### src/rtl/core/sampled_dense_dot_product_top_assert.svh
// Assertion macros for the sampled dense dot product block.
// Each macro takes a label, the clock, the active-low reset, an antecedent
// and a consequent.
`ifndef SAMPLED_DENSE_DOT_PRODUCT_TOP_ASSERT_SVH
`define SAMPLED_DENSE_DOT_PRODUCT_TOP_ASSERT_SVH

`ifndef SYNTHESIS

// Same-cycle implication.
`define SDDP_ASSERT_IMP(lbl, clk, rst_n, ante, cons) \
    lbl: assert property (@(posedge clk) disable iff (!rst_n) (ante) |-> (cons)) \
        else $error("sddp: same-cycle implication failed");

// Next-cycle implication.
`define SDDP_ASSERT_NXT(lbl, clk, rst_n, ante, cons) \
    lbl: assert property (@(posedge clk) disable iff (!rst_n) (ante) |=> (cons)) \
        else $error("sddp: next-cycle implication failed");

`else

`define SDDP_ASSERT_IMP(lbl, clk, rst_n, ante, cons)
`define SDDP_ASSERT_NXT(lbl, clk, rst_n, ante, cons)

`endif

`endif

### src/rtl/core/sddp_pkg.sv
package sddp_pkg;

    // Default sizes
    localparam int LEFT_ROWS_DEF    = 64;
    localparam int RIGHT_ROWS_DEF   = 64;
    localparam int MAX_FEATURES_DEF = 32;

    // Field widths
    localparam int OP_W    = 2;
    localparam int ROW_W   = 6;
    localparam int FEAT_W  = 5;
    localparam int ELEM_W  = 16;
    localparam int SCALE_W = 16;
    localparam int RES_W   = 53;
    localparam int LEN_W   = 6;

    // Datapath widths: product of two Q1.15, sum of up to 63 of them, then scaled
    localparam int PROD_W   = 2 * ELEM_W;
    localparam int ACC_W    = PROD_W + LEN_W;
    localparam int SCALED_W = ACC_W + SCALE_W;

    // Configuration port
    localparam int APB_DATA_W = 32;
    localparam int PADDR_W    = 3;
    localparam logic [LEN_W-1:0] LEN_RESET = LEN_W'(32);
    localparam logic REG_FEATURE_LENGTH = 1'b0;

    typedef enum logic [OP_W-1:0] {
        OP_WRITE_LEFT  = 2'd0,
        OP_WRITE_RIGHT = 2'd1,
        OP_SAMPLE      = 2'd2
    } t_op;

    typedef enum logic [2:0] {
        S_IDLE,
        S_FETCH,
        S_DRAIN,
        S_SCALE,
        S_DONE
    } t_state;

    typedef struct packed {
        logic clear;
        logic data_valid;
        logic scale;
    } t_mac_ctrl;

    typedef struct packed {
        logic prod_valid;
    } t_mac_stat;

endpackage

### src/rtl/core/sddp_cfg.sv
module sddp_cfg
    import sddp_pkg::*;
(
    input  logic                  i_clk,
    input  logic                  i_rst_n,
    input  logic                  psel,
    input  logic                  penable,
    input  logic                  pwrite,
    input  logic [PADDR_W-1:0]    paddr,
    input  logic [APB_DATA_W-1:0] pwdata,
    output logic [APB_DATA_W-1:0] prdata,
    output logic                  pready,
    output logic [LEN_W-1:0]      o_feature_length
);

    logic [LEN_W-1:0] r_feature_length;
    logic             w_sel_len;

    assign w_sel_len = (paddr[PADDR_W-1] == REG_FEATURE_LENGTH);

    always_ff @(posedge i_clk) begin
        if (!i_rst_n) begin
            r_feature_length <= LEN_RESET;
        end else if (psel && penable && pwrite && w_sel_len) begin
            r_feature_length <= pwdata[LEN_W-1:0];
        end
    end

    assign pready           = 1'b1;
    assign prdata           = w_sel_len ? {{(APB_DATA_W-LEN_W){1'b0}}, r_feature_length} : '0;
    assign o_feature_length = r_feature_length;

endmodule

### config.mk
export PLATFORM = sky130hd
export DESIGN_NAME = sddp_cfg
export DESIGN_NICKNAME = d
export VERILOG_FILES = /design/src/rtl/core/sampled_dense_dot_product_top_assert.svh /design/src/rtl/core/sddp_pkg.sv /design/src/rtl/core/sddp_cfg.sv
export SDC_FILE = /design/constraint.sdc
export NUM_CORES = 1
export LEC_CHECK = 0
export ABC_CLOCK_PERIOD_IN_PS = 1100
export BUFFER_PORTS_ARGS = -buffer_cell sky130_fd_sc_hd__clkbuf_2
export CORE_ASPECT_RATIO = 0.9
export CORE_MARGIN = 1.5
export CORE_UTILIZATION = 28
export DETAILED_ROUTE_END_ITERATION = 6
export PLACE_DENSITY = 0.85
export SETUP_SLACK_MARGIN = 0.3
export SYNTH_ARGS = -nofsm -noshare
export SYNTH_HDL_FRONTEND = slang
export SYNTH_SLANG_ARGS = --single-unit
### constraint.sdc
create_clock -name i_clk -period 1.1 [get_ports i_clk]
set_clock_uncertainty 0.15 [all_clocks]
set_input_delay 0.11 -clock i_clk [delete_from_list [all_inputs] [get_ports i_clk]]
set_output_delay 0.11 -clock i_clk [all_outputs]
set_load 0.02 [all_outputs]
==> reports/metrics.cfg <==
[setup_path]
worstSetupPathType=reg -> out
critPathCaptureType=output pin
crit_required_ns=0.84
critPathArrivalTime_ns=0.91
r2r_cells=4
startpoint_type=register
critPathMaxFanout=2

[global_routing]
grtUsageTotal_pct=10.1
grt_overflow=0
grt_max_degree=13
grt_pass1_wl_mm=1.68
antenna_found_initial=0
grt_pass1_vias=407

[die]
core-area_um2=1700
num_rows=14
dieHeight_um=43.8
die_x_um=48.3
start_util_pct=30.5
pin_count=79
die_area_um2=2120

[clocking]
clk-insertion-delay-late_ns=0.24
clockBufferDepth=2
path_clk_slew_ns=0.05
cts_max_level=1
cts_made_buffers=3
tritoncts=done
root_buffer=clkbuf_4
cts.sinks=6

[pwr]
power.leakage_uw=0.000433
irDropWorstVdd_mv=0.503
powerDensity_nw_per_um2=749

[logic_synthesis]
syn_area_per_cell_um2=8.35
ys_types=10
ys_top_cells_by_area=buf_4 (39%), dfxtp_1 (23%), mux2i_1 (12%)
yosysSeqAreaShare_pct=23.2
ys_seq_elements=6
yosys_warnings=0
synth_top_cell_by_area=buf_4
synth_area_um2=518
yosysTopAreaCellShare_pct=39.1
syn_inst=62

[place]
gp_congestion=0.626
dpl.hpwl_um=778
io_buffers=23
placed_area_um2=574
place_ws_ns=0.0762
dp.cells=107

[detailed_routing]
dr.pass1.iters=2
drt-total-wl_mm=1.14
dr.first_iter.drc_count=2
drc=0
routedWlPerCell_um=9.40
vias=434
viasPerCell=3.59
drtAntennaViolNets=0

[hold_path]
hold_class=in -> reg
holdPathStages=3

[sta]
rsz0062_at_grt=true
final-setup-viol-count=6
period_minus_slack_ns=1.17
slew_viol_final=0
final.setup.tns_ns=-0.339
holdWs_ns=-0.0603
max_freq_mhz=854
setup_slack_ns=-0.0712
post-route-period-util_pct=106
finalHoldViolations=6

[status]
violations=negative hold slack, negative setup slack
status=finished, violations left

[layout]
design_area_um2=842
final_nets=138
drive_gt1_share_pct=56.7
largest_register_ff_count=6
antennaDiodeCount=0
area_growth_pct=62.6
fillCellCount=159
finalNonFillerCells=121

[job]
drv_cap=0

-- cells in the mapped netlist --
cell,number
buf_6,1
buf_4,27
and2b_2,6
dfxtp_1,6
mux2i_1,6
conb_1,2
nand2_1,10
nor2b_1,2
and4b_1,1
clkbuf_1,1
-- cell families (layout without fill, tap and decap cells) --
family | count (synthesis) | in the layout | synth area share, %
AND/OR/NAND/NOR | 19 | 19 | 21.7
other | 2 | 27 | 1.45
multiplexers | 6 | 6 | 11.6
buffers and inverters | 29 | 39 | 42.0
flip-flops | 6 | 6 | 23.2
-- final timing paths --
| path | from | endpoint | slack (ns) |
|---|---|---|---|
| max | o_feature_length[4]$_SDFFE_PN0P_ | prdata[4] | -0.07 |
| min | pwdata[0] | o_feature_length[0]$_SDFFE_PN0P_ | -0.06 |
| max reg2reg | o_feature_length[4]$_SDFFE_PN0P_ | o_feature_length[4]$_SDFFE_PN0P_ | 0.17 |
| min reg2reg | o_feature_length[0]$_SDFFE_PN0P_ | o_feature_length[0]$_SDFFE_PN0P_ | 0.46 |
-- placed cells by master, fill, tap and decap left out --
cell type	netlist	layout
buf_4	27	3
conb_1	2	27
dfxtp_2	0	1
clkbuf_4	0	3
buf_6	1	9
mux2i_1	6	6
dfxtp_4	0	5
clkbuf_2	0	11
nand2_1	10	5
clkbuf_1	1	1
buf_8	0	12
and4b_1	1	1
nor2b_1	2	2
and2b_2	6	6
nand2_2	0	5
-- per-layer routing --
metal  part of all wire [%]  GRT usage [%]
met5                      0              0
met4                   0.70           3.43
met3                    5.6           2.07
met2                     52           20.3
met1                     42           10.7
-- worst max-delay path: stages (launching register included) --
cell and delay (ns):
dfxtp_4 0.34, and2b_2 0.21, buf_8 0.13
-- report_power, final --
| group | switching (uW) | internal [uW] | total [uW] |
|---|---|---|---|
| Sequential | 2.84 | 213 | 216 |
| Clock | 79.4 | 137 | 217 |
| Combinational | 129 | 67.9 | 197 |
| Total | 212 | 419 | 630 |
-- cell type report --
type	instances	area (um2)	area share [%]
flip-flops and latches	6	140	16.6
clock buffers	4	26.3	3.12
repair buffers	35	359	42.6
well taps	24	30.0	3.57
multi-input cells	52	287	34.0
-- through the flow --
| stage | hold slack [ns] | total power, uW | utilization, % |
|---|---|---|---|
| after global routing | -0.0532 | 659 | 49.6 |
| after detailed placement | 0.191 | 375 | 33.8 |
| after global placement | 0.181 | 373 | 33.8 |
| after floorplan | 0.0915 | 413 | - |
| final | -0.0603 | 630 | 49.6 |
| after CTS | -0.0657 | 628 | 47.1 |
-- what timing repair did --
| item | 4_1_cts | 5_1_grt |
|---|---|---|
| hold endpoints to repair | 5 | 4 |
| buffers inserted | 8 | 2 |
| pin swaps | 0 | 0 |
| endpoints found under the setup margin | 13 | 18 |
| gates resized for setup | 33 | 16 |
(Power assumes the default switching activity.)
