==> config.mk <==
export PLATFORM = sky130hd
export DESIGN_NAME = sddp_mac
export DESIGN_NICKNAME = d
export VERILOG_FILES = /design/src/rtl/core/sampled_dense_dot_product_top_assert.svh /design/src/rtl/core/sddp_pkg.sv /design/src/rtl/core/sddp_mac.sv
export SDC_FILE = /design/constraint.sdc
export NUM_CORES = 2
export LEC_CHECK = 0
export BUFFER_PORTS_ARGS = -buffer_cell sky130_fd_sc_hd__buf_2
export CAP_MARGIN = 10
export CORE_MARGIN = 4
export CORE_UTILIZATION = 50
export DETAILED_ROUTE_END_ITERATION = 10
export PLACE_DENSITY_LB_ADDON = 0.2
export REMOVE_ABC_BUFFERS = 1
export SLEW_MARGIN = 20
export SYNTH_ARGS = -nofsm -noshare
export SYNTH_HDL_FRONTEND = slang
export SYNTH_SLANG_ARGS = --single-unit
==> constraint.sdc <==
create_clock -name i_clk -period 10.3 [get_ports i_clk]
set_input_delay 1.03 -clock i_clk [delete_from_list [all_inputs] [get_ports i_clk]]
set_output_delay 1.03 -clock i_clk [all_outputs]
set_load 0.005 [all_outputs]
==> src/rtl/core/sampled_dense_dot_product_top_assert.svh <==
// Assertion macros for the sampled dense dot product block.
// Each macro takes a label, the clock, the active-low reset, an antecedent
// and a consequent.
`ifndef SAMPLED_DENSE_DOT_PRODUCT_TOP_ASSERT_SVH
`define SAMPLED_DENSE_DOT_PRODUCT_TOP_ASSERT_SVH

`ifndef SYNTHESIS

// Same-cycle implication.
`define SDDP_ASSERT_IMP(lbl, clk, rst_n, ante, cons) \
    lbl: assert property (@(posedge clk) disable iff (!rst_n) (ante) |-> (cons)) \
        else $error("sddp: same-cycle implication failed");

// Next-cycle implication.
`define SDDP_ASSERT_NXT(lbl, clk, rst_n, ante, cons) \
    lbl: assert property (@(posedge clk) disable iff (!rst_n) (ante) |=> (cons)) \
        else $error("sddp: next-cycle implication failed");

`else

`define SDDP_ASSERT_IMP(lbl, clk, rst_n, ante, cons)
`define SDDP_ASSERT_NXT(lbl, clk, rst_n, ante, cons)

`endif

`endif

==> src/rtl/core/sddp_pkg.sv <==
package sddp_pkg;

    // Default sizes
    localparam int LEFT_ROWS_DEF    = 64;
    localparam int RIGHT_ROWS_DEF   = 64;
    localparam int MAX_FEATURES_DEF = 32;

    // Field widths
    localparam int OP_W    = 2;
    localparam int ROW_W   = 6;
    localparam int FEAT_W  = 5;
    localparam int ELEM_W  = 16;
    localparam int SCALE_W = 16;
    localparam int RES_W   = 53;
    localparam int LEN_W   = 6;

    // Datapath widths: product of two Q1.15, sum of up to 63 of them, then scaled
    localparam int PROD_W   = 2 * ELEM_W;
    localparam int ACC_W    = PROD_W + LEN_W;
    localparam int SCALED_W = ACC_W + SCALE_W;

    // Configuration port
    localparam int APB_DATA_W = 32;
    localparam int PADDR_W    = 3;
    localparam logic [LEN_W-1:0] LEN_RESET = LEN_W'(32);
    localparam logic REG_FEATURE_LENGTH = 1'b0;

    typedef enum logic [OP_W-1:0] {
        OP_WRITE_LEFT  = 2'd0,
        OP_WRITE_RIGHT = 2'd1,
        OP_SAMPLE      = 2'd2
    } t_op;

    typedef enum logic [2:0] {
        S_IDLE,
        S_FETCH,
        S_DRAIN,
        S_SCALE,
        S_DONE
    } t_state;

    typedef struct packed {
        logic clear;
        logic data_valid;
        logic scale;
    } t_mac_ctrl;

    typedef struct packed {
        logic prod_valid;
    } t_mac_stat;

endpackage

==> src/rtl/core/sddp_mac.sv <==
module sddp_mac
    import sddp_pkg::*;
(
    input  logic                      i_clk,
    input  logic                      i_rst_n,
    input  t_mac_ctrl                 i_ctrl,
    input  logic signed [ELEM_W-1:0]  i_left,
    input  logic signed [ELEM_W-1:0]  i_right,
    input  logic signed [SCALE_W-1:0] i_scale,
    output t_mac_stat                 o_stat,
    output logic signed [RES_W-1:0]   o_result
);

    logic signed [PROD_W-1:0]   r_prod;
    logic                       r_prod_v;
    logic signed [ACC_W-1:0]    r_acc;
    logic signed [RES_W-1:0]    r_res;
    logic signed [PROD_W-1:0]   w_prod;
    logic signed [SCALED_W-1:0] w_scaled;

    assign w_prod   = i_left * i_right;
    assign w_scaled = r_acc * i_scale;

    always_ff @(posedge i_clk) begin
        if (!i_rst_n) begin
            r_prod_v <= 1'b0;
        end else begin
            r_prod_v <= i_ctrl.data_valid;
        end
    end

    always_ff @(posedge i_clk) begin
        if (i_ctrl.data_valid) begin
            r_prod <= w_prod;
        end
        if (i_ctrl.clear) begin
            r_acc <= '0;
        end else if (r_prod_v) begin
            r_acc <= r_acc + {{(ACC_W-PROD_W){r_prod[PROD_W-1]}}, r_prod};
        end
        // magnitude stays below 2^51, so the top bit of the wide product is redundant
        if (i_ctrl.scale) begin
            r_res <= w_scaled[RES_W-1:0];
        end
    end

    assign o_stat.prod_valid = r_prod_v;
    assign o_result          = r_res;

endmodule

==> metrics <==
outcome=complete, no violations; top-count cell post-synth=inv_1; Final period util=0.7759; fmax=125.1 MHz; overall routing resource usage=0.2371; post-synthesis register bit count=124; Chip Width=277.3 um; synth top area cells=fa_1 (46%), inv_1 (10%), ha_1 (8.4%); Final setup viols=0; Clock Sinks=124; Synth Area per Inst=9.123 um2; area of the die=76,900 um2; CTS tree=done; delay-heaviest family, CP=adder cells; met1 WL=39,390 um; GPL Wtd Cong=0.8712; # rows=98; Post-synth top flop=edfxtp_1; Vias=25.56k; DRC viols=0; first-pass GRT wire length=146,300 um; hold buffer count at cts=0; Rel. slew slack=0.2688; Async SR Flop Fraction=0; Die Height=277.3 um; Synth top area share=0.4566; Layout Skew=0.02249 ns; CTS clk-pin slew, worst paths=0.07 ns; worst path required time=10.51 ns; Post-DRT Antenna Nets=0; layout cells sized above 1=0.04526; CP Class=in2reg; Critical Path Max Stage Delay=0.74 ns; fin util=0.5315; largest net degree at the start of global routing=54; top post-synthesis cells by count=inv_1 (1,012), fa_1 (827), nand2_1 (555); Arrival @ worst endpoint=8.21 ns; setup TNS=0 ns; fin. max-slew vios=0; initial core utilization=0.5055; count of different cell masters after synthesis=71; total I/O pin count=107; Fin. Hold Viols=0; initial antenna violation count=1; Ant. Diodes=0; WL final=87,190 um; Longest Clk Path Bufs=2; H-tree depth=4; Hold Path Class=reg2reg; unrepaired setup endpoints after global routing=no; Cell Area, Placed=37,540 um2; metal3 WL=5690 um; warnings from Yosys=0; Yosys top cell by area=fa_1; Setup crit start kind=primary input; area grow syn2layout=5.145%; max-cap check violation count=0; PortBufs=106; Mapped Area=36,260 um2; dpl hpwl=68,060 um; routed length per instance=17.70 um; critical-path maximum fanout=38; CP endpoint kind=register; grt ovf=0; sum of buffers and inverters on the critical path=6; Core Area=71,730 um2; worst skew pair latency=0.48 ns; max layer used=met5; vias per cell=5.188; Filler cells=6,642; sequential area share after synthesis=0.09192; DR iter-0 viols=1,463; buffer count from post-CTS setup fixing=0; most used cell along the critical path=fa_1; post_cts resized=0; Gate Count Post-Synth=3,975; worst slew pin tran=1.095 ns; total CTS buffers=17; CP max stage cell=buf_2; DRT Pass-1 Iters=5; Post-synth EDFFs=85; clk root buf=clkbuf_16; Tmin final=7.992 ns; fin nets=5,087; vias in the first global route=27.38k; critical path, cell by cell=buf_2, nand2_1, fa_1, inv_1, fa_1, inv_1, fa_1, inv_1, fa_1, fa_1, inv_1, fa_1, inv_1, ha_1, nand2_1, nor2_1, a211oi_1, a21boi_1, o31ai_2, nor3_2, o31ai_1, a31oi_1, a31o_1, xnor2_1; final instance area=38,130 um2; met2 WL post-DR=40,080 um
==> worst register-to-register path: stages, from the launching register on <==
cell      delay (ns)
dfxtp_1         0.96
nand2_1         0.21
fa_1            0.56
fa_1            0.54
fa_1            0.52
inv_1           0.06
fa_1            0.49
fa_1            0.49
inv_1           0.06
fa_1            0.49
inv_1           0.05
ha_1            0.36
a21oi_1         0.17
nor2_1          0.06
a211oi_1        0.35
a21boi_1        0.42
o31ai_2         0.17
nor3_2          0.59
o31ai_1         0.22
a31oi_1         0.39
a31o_1          0.22
xnor2_1         0.06
==> state kept, by name (all words and copies together) (netlist names) <==
signal	count
r_prod	32
o_stat	1
o_result	53
r_acc	38
==> routing by layer <==
metal,GRT usage,vias up
met4,0.06479,2
met5,0.0006254,-
met1,0.3379,12930
li1,-,11710
met2,0.3825,814
met3,0.03493,106
==> per-stage QoR <==
step                      cells  worst slack (ns)  hold WS, ns
after floorplan            3821             3.455       0.5819
final                      4927             2.308       0.6239
after detailed placement   4895             1.503       0.6094
after global placement     4895             1.599       0.5857
after CTS                  4927             1.989       0.6252
after global routing       4927             2.015       0.6606
==> area by class of cell <==
type	count	area [um2]	share of cell area
well taps	950	1189	0.03118
clock inverters	13	131.4	0.003446
clock buffers	19	452.9	0.01188
inverters	1012	3799	0.09963
flip-flops and latches	124	3334	0.08745
repair buffers	124	665.6	0.01746
multi-input cells	2685	28560	0.7490
==> cells by family (layout without fill, tap and decap cells) <==
| group | Yosys count | after routing | synth area share |
|---|---|---|---|
| buffers and inverters | 1166 | 1168 | 0.1207 |
| and+or+nand+nor | 1142 | 1142 | 0.1495 |
| adders and majority gates | 1070 | 1070 | 0.5404 |
| AOI/OAI and AO/OA | 324 | 324 | 0.06049 |
| DFF | 124 | 124 | 0.09192 |
| xor gates and xnor gates | 121 | 121 | 0.02922 |
| muxes | 28 | 28 | 0.007763 |
==> worst paths after layout <==
kind	startpoint	to	slack, ns	cells after the start
hold / removal	r_prod[0]	r_acc[0]	0.62	3
hold reg to reg	r_prod[0]	r_acc[0]	0.62	3
setup / recovery	i_scale[7]	o_result[52]	2.31	24
setup reg to reg	r_acc[12]	o_result[52]	2.65	21
==> layout by cell type (no fill, tap or decap), types with 9 or more instances in the layout <==
master,instances
o21bai_1,13
buf_2,106
inv_1,1012
a211oi_1,22
nand3_1,22
a21o_1,37
ha_1,243
xnor2_1,91
nand2_1,555
nand4_1,10
nor3_1,15
edfxtp_1,85
fa_1,827
xor2_1,30
clkbuf_16,17
mux2i_1,27
o21ai_1,22
o21ai_0,43
a21oi_1,95
o21a_1,17
dfxtp_1,38
nand2b_1,35
a31oi_1,9
buf_4,18
nor2_1,131
and2_1,328
Power is not shown: default switching activity piles up to over one toggle a cycle in this logic, so the estimate is an artifact.
